<file path="config.mk">
export PLATFORM = sky130hd
export DESIGN_NAME = fsk_pulse_width_frame_sender_core_flat
export DESIGN_NICKNAME = d
export VERILOG_FILES = /design/src/fsk_pws_pkg.sv /design/src/fsk_pws_if.sv /design/src/fsk_pulse_width_frame_sender_core.sv /design/src/flat_wrapper.sv
export VERILOG_INCLUDE_DIRS = /design/src /design/src/src
export SDC_FILE = /design/constraint.sdc
export NUM_CORES = 1
export LEC_CHECK = 0
export BUFFER_PORTS_ARGS = -buffer_cell sky130_fd_sc_hd__buf_4
export CORE_UTILIZATION = 37
export DETAILED_ROUTE_END_ITERATION = 10
export SYNTH_ARGS = -nofsm -noshare
export SYNTH_HDL_FRONTEND = slang
export SYNTH_SLANG_ARGS = --single-unit
</file>
<file path="constraint.sdc">
create_clock -name clk -period 4.5 [get_ports clk]
set_clock_uncertainty 0.15 [all_clocks]
set_input_delay 0.225 -clock clk [delete_from_list [all_inputs] [get_ports clk]]
set_output_delay 0.225 -clock clk [all_outputs]
set_load 0.01 [all_outputs]
</file>
<file path="src/assert_macros.svh">
// Assertion macros used by the frame sender RTL.
`ifndef ASSERT_MACROS_SVH
`define ASSERT_MACROS_SVH

// Checked at every rising clock edge outside reset.
`define FSK_ASSERT(lbl, prop, msg) \
    lbl: assert property (@(posedge clk) disable iff (!rst_n) (prop)) else $error(msg);

// Checked at every rising clock edge, reset included.
`define FSK_ASSERT_ALWAYS(lbl, prop, msg) \
    lbl: assert property (@(posedge clk) (prop)) else $error(msg);

`endif

</file>
<file path="src/fsk_pws_pkg.sv">
// Types, codes and reset values of the pulse-width FSK frame sender.
`default_nettype none

package fsk_pws_pkg;

    localparam int TICK_W = 16;
    localparam int FREQ_W = 24;
    localparam int CFG_INDEX_W = 3;
    localparam int BITS_LEFT_W = 4;

    localparam logic [BITS_LEFT_W-1:0] BITS_PER_BYTE = 4'd8;

    localparam logic [1:0] KIND_TICK = 2'd0;
    localparam logic [1:0] KIND_BYTE = 2'd1;
    localparam logic [1:0] KIND_END  = 2'd2;

    localparam logic [CFG_INDEX_W-1:0] CFG_HEAD_MARK  = 3'd0;
    localparam logic [CFG_INDEX_W-1:0] CFG_GAP_SPACE  = 3'd1;
    localparam logic [CFG_INDEX_W-1:0] CFG_ONE_MARK   = 3'd2;
    localparam logic [CFG_INDEX_W-1:0] CFG_ZERO_MARK  = 3'd3;
    localparam logic [CFG_INDEX_W-1:0] CFG_END_MARK   = 3'd4;
    localparam logic [CFG_INDEX_W-1:0] CFG_END_SPACE  = 3'd5;
    localparam logic [CFG_INDEX_W-1:0] CFG_MARK_FREQ  = 3'd6;
    localparam logic [CFG_INDEX_W-1:0] CFG_SPACE_FREQ = 3'd7;

    localparam logic [TICK_W-1:0] RST_HEAD_MARK  = 16'd30;
    localparam logic [TICK_W-1:0] RST_GAP_SPACE  = 16'd5;
    localparam logic [TICK_W-1:0] RST_ONE_MARK   = 16'd20;
    localparam logic [TICK_W-1:0] RST_ZERO_MARK  = 16'd10;
    localparam logic [TICK_W-1:0] RST_END_MARK   = 16'd50;
    localparam logic [TICK_W-1:0] RST_END_SPACE  = 16'd20;
    localparam logic [FREQ_W-1:0] RST_MARK_FREQ  = 24'd10000;
    localparam logic [FREQ_W-1:0] RST_SPACE_FREQ = 24'd15000;

    typedef enum logic [6:0] {
        PH_IDLE       = 7'b0000001,
        PH_HEAD_MARK  = 7'b0000010,
        PH_HEAD_SPACE = 7'b0000100,
        PH_BIT_MARK   = 7'b0001000,
        PH_BIT_SPACE  = 7'b0010000,
        PH_END_MARK   = 7'b0100000,
        PH_END_SPACE  = 7'b1000000
    } phase_t;

    // A programmed length of zero behaves as one tick.
    function automatic logic [TICK_W-1:0] dur_f(input logic [TICK_W-1:0] v);
        return (v == '0) ? TICK_W'(1) : v;
    endfunction

endpackage

`default_nettype wire

</file>
<file path="src/fsk_pws_if.sv">
// Request and result channel interfaces of the frame sender.
`default_nettype none

interface fsk_pws_req_if;
    logic       valid;
    logic       ready;
    logic [1:0] kind;
    logic [7:0] data_byte;
    logic       last_byte;

    modport source (output valid, output kind, output data_byte, output last_byte,
                    input ready);
    modport sink (input valid, input kind, input data_byte, input last_byte,
                  output ready);
endinterface

interface fsk_pws_res_if;
    logic                            valid;
    logic                            ready;
    logic [fsk_pws_pkg::FREQ_W-1:0]  tone_freq;
    logic                            tone_is_mark;
    logic                            busy_res;
    logic                            accepted;

    modport source (output valid, output tone_freq, output tone_is_mark,
                    output busy_res, output accepted, input ready);
    modport sink (input valid, input tone_freq, input tone_is_mark,
                  input busy_res, input accepted, output ready);
endinterface

`default_nettype wire

</file>
<file path="src/fsk_pulse_width_frame_sender_core.sv">
// Top level of the pulse-width FSK frame sender: sequencer and result register.
`default_nettype none
`include "assert_macros.svh"

// The sender takes one word per clock cycle on the request channel: ticks, bytes
// and end requests act on the phase sequencer in the cycle they are accepted, bytes
// and ends only while idle; each word yields one result word in the result register.
// The request channel is ready whenever the result register is empty or is being
// drained in the same cycle, so the sustained rate is one word per cycle unless
// the result sink stalls. Configuration writes are meant for idle periods only.
module fsk_pulse_width_frame_sender_core (
    input  wire logic                                  clk,
    input  wire logic                                  rst_n,
    input  wire logic                                  cfg_we,
    input  wire logic [fsk_pws_pkg::CFG_INDEX_W-1:0]   cfg_index,
    input  wire logic [fsk_pws_pkg::FREQ_W-1:0]        cfg_data,
    fsk_pws_req_if.sink                                req,
    fsk_pws_res_if.source                              res
);

    logic [fsk_pws_pkg::TICK_W-1:0] head_mark_reg;
    logic [fsk_pws_pkg::TICK_W-1:0] gap_space_reg;
    logic [fsk_pws_pkg::TICK_W-1:0] one_mark_reg;
    logic [fsk_pws_pkg::TICK_W-1:0] zero_mark_reg;
    logic [fsk_pws_pkg::TICK_W-1:0] end_mark_reg;
    logic [fsk_pws_pkg::TICK_W-1:0] end_space_reg;
    logic [fsk_pws_pkg::FREQ_W-1:0] mark_freq_reg;
    logic [fsk_pws_pkg::FREQ_W-1:0] space_freq_reg;

    fsk_pws_pkg::phase_t                 phase_reg, phase_next;
    logic [fsk_pws_pkg::TICK_W-1:0]      count_reg, count_next;
    logic [7:0]                          shift_reg, shift_next;
    logic [fsk_pws_pkg::BITS_LEFT_W-1:0] bits_left_reg, bits_left_next;
    logic                                end_pending_reg, end_pending_next;
    logic                                accepted_next;
    logic                                mark_next;

    logic                                res_valid_reg;
    logic [fsk_pws_pkg::FREQ_W-1:0]      res_freq_reg;
    logic                                res_mark_reg;
    logic                                res_busy_reg;
    logic                                res_accepted_reg;

    logic req_fire;

    assign req.ready = !res_valid_reg || res.ready;
    assign req_fire  = req.valid && req.ready;

    assign res.valid        = res_valid_reg;
    assign res.tone_freq    = res_freq_reg;
    assign res.tone_is_mark = res_mark_reg;
    assign res.busy_res     = res_busy_reg;
    assign res.accepted     = res_accepted_reg;

    always_ff @(posedge clk or negedge rst_n)
    begin
        if (!rst_n)
        begin
            head_mark_reg  <= fsk_pws_pkg::RST_HEAD_MARK;
            gap_space_reg  <= fsk_pws_pkg::RST_GAP_SPACE;
            one_mark_reg   <= fsk_pws_pkg::RST_ONE_MARK;
            zero_mark_reg  <= fsk_pws_pkg::RST_ZERO_MARK;
            end_mark_reg   <= fsk_pws_pkg::RST_END_MARK;
            end_space_reg  <= fsk_pws_pkg::RST_END_SPACE;
            mark_freq_reg  <= fsk_pws_pkg::RST_MARK_FREQ;
            space_freq_reg <= fsk_pws_pkg::RST_SPACE_FREQ;
        end
        else if (cfg_we)
        begin
            unique case (cfg_index)
                fsk_pws_pkg::CFG_HEAD_MARK:  head_mark_reg  <= cfg_data[15:0];
                fsk_pws_pkg::CFG_GAP_SPACE:  gap_space_reg  <= cfg_data[15:0];
                fsk_pws_pkg::CFG_ONE_MARK:   one_mark_reg   <= cfg_data[15:0];
                fsk_pws_pkg::CFG_ZERO_MARK:  zero_mark_reg  <= cfg_data[15:0];
                fsk_pws_pkg::CFG_END_MARK:   end_mark_reg   <= cfg_data[15:0];
                fsk_pws_pkg::CFG_END_SPACE:  end_space_reg  <= cfg_data[15:0];
                fsk_pws_pkg::CFG_MARK_FREQ:  mark_freq_reg  <= cfg_data;
                fsk_pws_pkg::CFG_SPACE_FREQ: space_freq_reg <= cfg_data;
                default: ;
            endcase
        end
    end

    always_comb
    begin
        logic [7:0]                          shifted;
        logic [fsk_pws_pkg::BITS_LEFT_W-1:0] bits_dec;

        phase_next       = phase_reg;
        count_next       = count_reg;
        shift_next       = shift_reg;
        bits_left_next   = bits_left_reg;
        end_pending_next = end_pending_reg;
        accepted_next    = 1'b0;
        shifted          = {shift_reg[6:0], 1'b0};
        bits_dec         = (bits_left_reg != '0) ? bits_left_reg - 4'd1 : '0;

        unique case (req.kind)
            fsk_pws_pkg::KIND_TICK:
            begin
                if (phase_reg != fsk_pws_pkg::PH_IDLE)
                begin
                    if (count_reg > 16'd1)
                    begin
                        count_next = count_reg - 16'd1;
                    end
                    else
                    begin
                        unique case (phase_reg)
                            fsk_pws_pkg::PH_HEAD_MARK:
                            begin
                                phase_next = fsk_pws_pkg::PH_HEAD_SPACE;
                                count_next = fsk_pws_pkg::dur_f(gap_space_reg);
                            end
                            fsk_pws_pkg::PH_HEAD_SPACE:
                            begin
                                bits_left_next = fsk_pws_pkg::BITS_PER_BYTE;
                                phase_next     = fsk_pws_pkg::PH_BIT_MARK;
                                count_next     = shift_reg[7] ?
                                                 fsk_pws_pkg::dur_f(one_mark_reg) :
                                                 fsk_pws_pkg::dur_f(zero_mark_reg);
                            end
                            fsk_pws_pkg::PH_BIT_MARK:
                            begin
                                phase_next = fsk_pws_pkg::PH_BIT_SPACE;
                                count_next = fsk_pws_pkg::dur_f(gap_space_reg);
                            end
                            fsk_pws_pkg::PH_BIT_SPACE:
                            begin
                                shift_next     = shifted;
                                bits_left_next = bits_dec;
                                if (bits_dec != '0)
                                begin
                                    phase_next = fsk_pws_pkg::PH_BIT_MARK;
                                    count_next = shifted[7] ?
                                                 fsk_pws_pkg::dur_f(one_mark_reg) :
                                                 fsk_pws_pkg::dur_f(zero_mark_reg);
                                end
                                else if (end_pending_reg)
                                begin
                                    end_pending_next = 1'b0;
                                    phase_next       = fsk_pws_pkg::PH_END_MARK;
                                    count_next       = fsk_pws_pkg::dur_f(end_mark_reg);
                                end
                                else
                                begin
                                    phase_next = fsk_pws_pkg::PH_IDLE;
                                    count_next = '0;
                                end
                            end
                            fsk_pws_pkg::PH_END_MARK:
                            begin
                                phase_next = fsk_pws_pkg::PH_END_SPACE;
                                count_next = fsk_pws_pkg::dur_f(end_space_reg);
                            end
                            default:
                            begin
                                phase_next = fsk_pws_pkg::PH_IDLE;
                                count_next = '0;
                            end
                        endcase
                    end
                end
            end
            fsk_pws_pkg::KIND_BYTE:
            begin
                if (phase_reg == fsk_pws_pkg::PH_IDLE)
                begin
                    shift_next       = req.data_byte;
                    bits_left_next   = fsk_pws_pkg::BITS_PER_BYTE;
                    end_pending_next = req.last_byte;
                    phase_next       = fsk_pws_pkg::PH_HEAD_MARK;
                    count_next       = fsk_pws_pkg::dur_f(head_mark_reg);
                    accepted_next    = 1'b1;
                end
            end
            fsk_pws_pkg::KIND_END:
            begin
                if (phase_reg == fsk_pws_pkg::PH_IDLE)
                begin
                    end_pending_next = 1'b0;
                    phase_next       = fsk_pws_pkg::PH_END_MARK;
                    count_next       = fsk_pws_pkg::dur_f(end_mark_reg);
                    accepted_next    = 1'b1;
                end
            end
            default: ;
        endcase

        mark_next = (phase_next == fsk_pws_pkg::PH_HEAD_MARK) ||
                    (phase_next == fsk_pws_pkg::PH_BIT_MARK) ||
                    (phase_next == fsk_pws_pkg::PH_END_MARK);
    end

    always_ff @(posedge clk or negedge rst_n)
    begin
        if (!rst_n)
        begin
            phase_reg       <= fsk_pws_pkg::PH_IDLE;
            count_reg       <= '0;
            shift_reg       <= '0;
            bits_left_reg   <= '0;
            end_pending_reg <= 1'b0;
            res_valid_reg   <= 1'b0;
        end
        else
        begin
            if (req_fire)
            begin
                phase_reg       <= phase_next;
                count_reg       <= count_next;
                shift_reg       <= shift_next;
                bits_left_reg   <= bits_left_next;
                end_pending_reg <= end_pending_next;
                res_valid_reg   <= 1'b1;
            end
            else if (res.ready)
            begin
                res_valid_reg <= 1'b0;
            end
        end
    end

    always_ff @(posedge clk)
    begin
        if (req_fire)
        begin
            res_freq_reg     <= mark_next ? mark_freq_reg : space_freq_reg;
            res_mark_reg     <= mark_next;
            res_busy_reg     <= (phase_next != fsk_pws_pkg::PH_IDLE);
            res_accepted_reg <= accepted_next;
        end
    end

    `FSK_ASSERT(a_idle_count_zero,
        (phase_reg == fsk_pws_pkg::PH_IDLE) |-> (count_reg == '0),
        "Idle phase with a nonzero tick count.")
    `FSK_ASSERT(a_active_count_nonzero,
        (phase_reg != fsk_pws_pkg::PH_IDLE) |-> (count_reg != '0),
        "Active phase with a tick count of zero.")
    `FSK_ASSERT_ALWAYS(a_bits_left_range,
        bits_left_reg <= fsk_pws_pkg::BITS_PER_BYTE,
        "Bit counter beyond eight.")
    `FSK_ASSERT(a_accept_means_busy,
        (res_valid_reg && res_accepted_reg) |-> res_busy_reg,
        "Accepted request reported without busy.")

endmodule

`default_nettype wire

</file>
<file path="src/flat_wrapper.sv">
// flat-port wrapper written by rule: the top's interface ports become plain ports
module fsk_pulse_width_frame_sender_core_flat 
  (clk, rst_n, cfg_we, cfg_index, cfg_data, req_valid, req_kind, req_data_byte, req_last_byte, req_ready, res_valid, res_tone_freq, res_tone_is_mark, res_busy_res, res_accepted, res_ready);
  fsk_pws_req_if req_i ();
  fsk_pws_res_if res_i ();
  input  wire logic clk;
  input  wire logic rst_n;
  input  wire logic cfg_we;
  input  wire logic [fsk_pws_pkg::CFG_INDEX_W-1:0] cfg_index;
  input  wire logic [fsk_pws_pkg::FREQ_W-1:0] cfg_data;
  input wire logic [$bits(req_i.valid)-1:0] req_valid;
  input wire logic [$bits(req_i.kind)-1:0] req_kind;
  input wire logic [$bits(req_i.data_byte)-1:0] req_data_byte;
  input wire logic [$bits(req_i.last_byte)-1:0] req_last_byte;
  output wire logic [$bits(req_i.ready)-1:0] req_ready;
  output wire logic [$bits(res_i.valid)-1:0] res_valid;
  output wire logic [$bits(res_i.tone_freq)-1:0] res_tone_freq;
  output wire logic [$bits(res_i.tone_is_mark)-1:0] res_tone_is_mark;
  output wire logic [$bits(res_i.busy_res)-1:0] res_busy_res;
  output wire logic [$bits(res_i.accepted)-1:0] res_accepted;
  input wire logic [$bits(res_i.ready)-1:0] res_ready;
  assign req_i.valid = req_valid;
  assign req_i.kind = req_kind;
  assign req_i.data_byte = req_data_byte;
  assign req_i.last_byte = req_last_byte;
  assign req_ready = req_i.ready;
  assign res_valid = res_i.valid;
  assign res_tone_freq = res_i.tone_freq;
  assign res_tone_is_mark = res_i.tone_is_mark;
  assign res_busy_res = res_i.busy_res;
  assign res_accepted = res_i.accepted;
  assign res_i.ready = res_ready;
  fsk_pulse_width_frame_sender_core u_core (.clk(clk), .rst_n(rst_n), .cfg_we(cfg_we), .cfg_index(cfg_index), .cfg_data(cfg_data), .req(req_i), .res(res_i));
endmodule
</file>
==> key figures <==
Timing
  • Min Tclk post-route: 3.66 ns
  • Unrepaired setup endpoints after global routing: no
  • Fin crit share: 81.3%
  • Worst slew pin tran: 1.04 ns
  • Slew margin rel.: 30.6%
  • Hold Violations, Final: 0
  • Fmax: 0.273 GHz
  • Fin Setup TNS: 0 ns
  • Max-slew violations: 0
  • Setup-failing EPs final: 0

Final layout
  • Area growth syn-to-layout: 19.6%
  • Final nets: 1009
  • Antenna diodes: 0
  • Fill count: 2505
  • Post-route cell area: 12200 um^2
  • Fraction of layout cells with a size suffix above 1: 34.3%

Setup path
  • CP Cell Sequence: or4_1, nor3_1, a21o_1, nand2_1, a2bb2oi_1, nor2_1, o21ai_4, buf_4, mux2_2
  • Reg2reg start: u_core.count_reg[5]$_DFFE_PN0P_
  • FF-to-FF setup slack: 0.84 ns
  • Worst reg2reg endpoint: u_core.res.tone_freq[3]$_DFFE_PP_
  • Worst Path Arrival: 3.77 ns
  • Max stage delay on crit path: 0.72 ns
  • Crit. End Element: register
  • Highest-delay cell along the critical path: or4_1
  • Startpoint Class: register
  • Worst EP required: 4.61 ns
  • Depth of the most critical reg-to-reg path: 9
  • Buf/Inv on CP: 1
  • Setup CP Type: reg2reg
  • Largest delay share family, worst path: simple AND/OR/NAND/NOR gates
  • Worst Path Max Fanout: 25

Route
  • WL/cell: 20.0 um
  • Drt initial violations: 619
  • ANT nets after route: 0
  • Drt pass-1 iters: 8
  • # DRC: 0
  • Final WL: 26400 um
  • Vias per inst: 5.57
  • Via count: 7339

Synth
  • Yosys cell types: 62
  • Area leader, netlist: dfrtp_1
  • Synthesized area: 10200 um^2
  • Synthesis Warnings: 0
  • Yosys reg bits: 208
  • Synth cell count leaders: 153 x dfrtp_1, 151 x mux2_2, 70 x nand2_1
  • Top cells by area, synth: dfrtp_1 38%, mux2_2 17%, edfxtp_1 7.9%
  • Sequential share of the synthesized area: 52.7%
  • Syn Area/Cell: 11.9 um^2
  • FFs w/ async S/R, synth: 87.0%
  • Post-synth EDFFs: 27
  • Main synth FF type: dfrtp_1
  • Top-area cell type share of the netlist area: 37.5%
  • Count leader, synth: dfrtp_1
  • Net count after synthesis: 909
  • Post-Syn Instances: 860

Floorplan
  • Initial core utilization: 37.8%
  • Ports: 72
  • Chip Width: 168 um
  • Rows: 60
  • Die Y: 168 um
  • Core ar.: 27000 um^2
  • Die area: 28200 um^2

Run
  • Max_cap viols: 0

Clocking
  • Hold-fix buffers, CTS: 36
  • Postcts setup bufs: 0
  • CTS Buffer Depth: 3
  • Clock H-tree levels: 1
  • CTS buffer count: 23
  • Total clock sinks: 208
  • Clk pin slew, worst setup/hold paths: 0.06 ns
  • Post-CTS sizing: 0
  • CTS Root Cell: clkbuf_16
  • Clk_lat worst skew: 0.52 ns
  • CTS tree: built

Pwr
  • PD cells: 468 nW/um^2
  • Cell leakage power: 5.01 nW
  • Peak supply drop: 0.000199 V

Placed design
  • Buffers on Ports: 71
  • Cell Area, Placed: 11100 um^2
  • DP Wirelength: 17900 um
  • RD Place Congestion: 0.885

Hold path
  • Worst hold stages: 3
  • Hold Crit Start: cfg_index[0]
  • Worst Hold Class: in2reg
  • Hold endpoint: u_core.head_mark_reg[0]$_DFFE_PN0P_

GRT
  • Largest net degree at the start of global routing: 91
  • GRT Overall Usage: 19.2%
  • First-pass GRT wire length: 42500 um
  • Number of global-route vias before repair: 7542
  • Total gr overflow: 0
  • Initial antenna violation count: 0

Status
  • Outcome: finished clean
-- through the flow --
step | instances | utilization [%] | hold WS, ns | total power, mW | setup WS (ns)
finish | 1318 | 45.2 | 0.125 | 5.71 | 0.840
CTS | 1318 | 45.2 | 0.115 | 5.76 | 0.847
global route | 1318 | 45.2 | 0.132 | 6.02 | 0.671
detailed placement | 1240 | 41.2 | 0.208 | 3.94 | 0.863
floorplan | 860 | - | -0.221 | 3.52 | 1.24
global placement | 1240 | 41.2 | 0.211 | 3.90 | 0.924
-- logic make-up (layout without fill, tap and decap cells) --
group / count (synthesis) / after routing / share of synthesized area, %
compound gates: 156 / 156 / 10.1
xor+xnor: 13 / 13 / 1.12
fa+ha+maj: 6 / 6 / 0.736
buf+inv: 63 / 180 / 2.49
flops: 208 / 208 / 52.7
mux: 195 / 195 / 21.9
simple gates: 219 / 219 / 11.0
-- routing by layer --
layer	routed length [um]	global-route usage [%]	vias to the layer above
met2	12400	31.5	215
met3	1360	2.49	34
li1	-	-	3392
met5	0	0	-
met1	12200	26.8	3698
met4	514	5.38	0
-- worst max path at each step --
stage,cells past startpoint,slack [ns],startpoint,to
after global placement,9,0.92,u_core.count_reg[5]$_DFFE_PN0P_,u_core.res.tone_freq[2]$_DFFE_PP_
after floorplan,10,1.24,u_core.count_reg[5]$_DFFE_PN0P_,u_core.res.tone_freq[10]$_DFFE_PP_
after detailed placement,9,0.86,u_core.count_reg[5]$_DFFE_PN0P_,u_core.res.tone_freq[10]$_DFFE_PP_
after global routing,9,0.67,u_core.count_reg[5]$_DFFE_PN0P_,u_core.res.tone_freq[3]$_DFFE_PP_
final,9,0.84,u_core.count_reg[5]$_DFFE_PN0P_,u_core.res.tone_freq[3]$_DFFE_PP_
after CTS,9,0.85,u_core.count_reg[5]$_DFFE_PN0P_,u_core.res.tone_freq[3]$_DFFE_PP_
-- report_power, final --
group          total, mW  switching (mW)  internal, mW
sequential          2.70           0.342          2.35
clock               1.77           0.754          1.01
combinational       1.25           0.597         0.652
total               5.71            1.69          4.02
-- cell type report --
type / count / area [um^2] / area share [%]
Clock buffer: 36 / 664 / 5.44
Tap cell: 341 / 427 / 3.50
Clock inverter: 6 / 36.3 / 0.297
Inverter: 10 / 37.5 / 0.308
Timing Repair Buffer: 128 / 1050 / 8.64
Multi-Input combinational cell: 589 / 4610 / 37.8
Sequential cell: 208 / 5380 / 44.0
-- cell usage in the layout, fill, tap and decap left out, drive strengths merged, types with 7 or more instances in the layout --
master | synthesis | layout
nand2 | 70 | 70
dfrtp | 153 | 153
o21ai | 53 | 53
a22oi | 22 | 22
dlygate4sd3 | 0 | 36
inv | 10 | 11
nor3 | 20 | 20
nand2b | 10 | 10
xor2 | 8 | 8
nor4 | 27 | 27
dfstp | 28 | 28
buf | 5 | 92
mux2i | 25 | 25
nand4 | 12 | 12
o31ai | 7 | 7
nor2 | 37 | 37
a31oi | 7 | 7
edfxtp | 27 | 27
a21oi | 23 | 23
clkbuf | 48 | 36
nand3 | 7 | 7
mux2 | 170 | 170
-- tightest hold or removal path, stage by stage --
cell and delay [ns]:
buf_4 0.15, nor3_4 0.14, mux2_2 0.25
(Power assumes the default switching activity.)
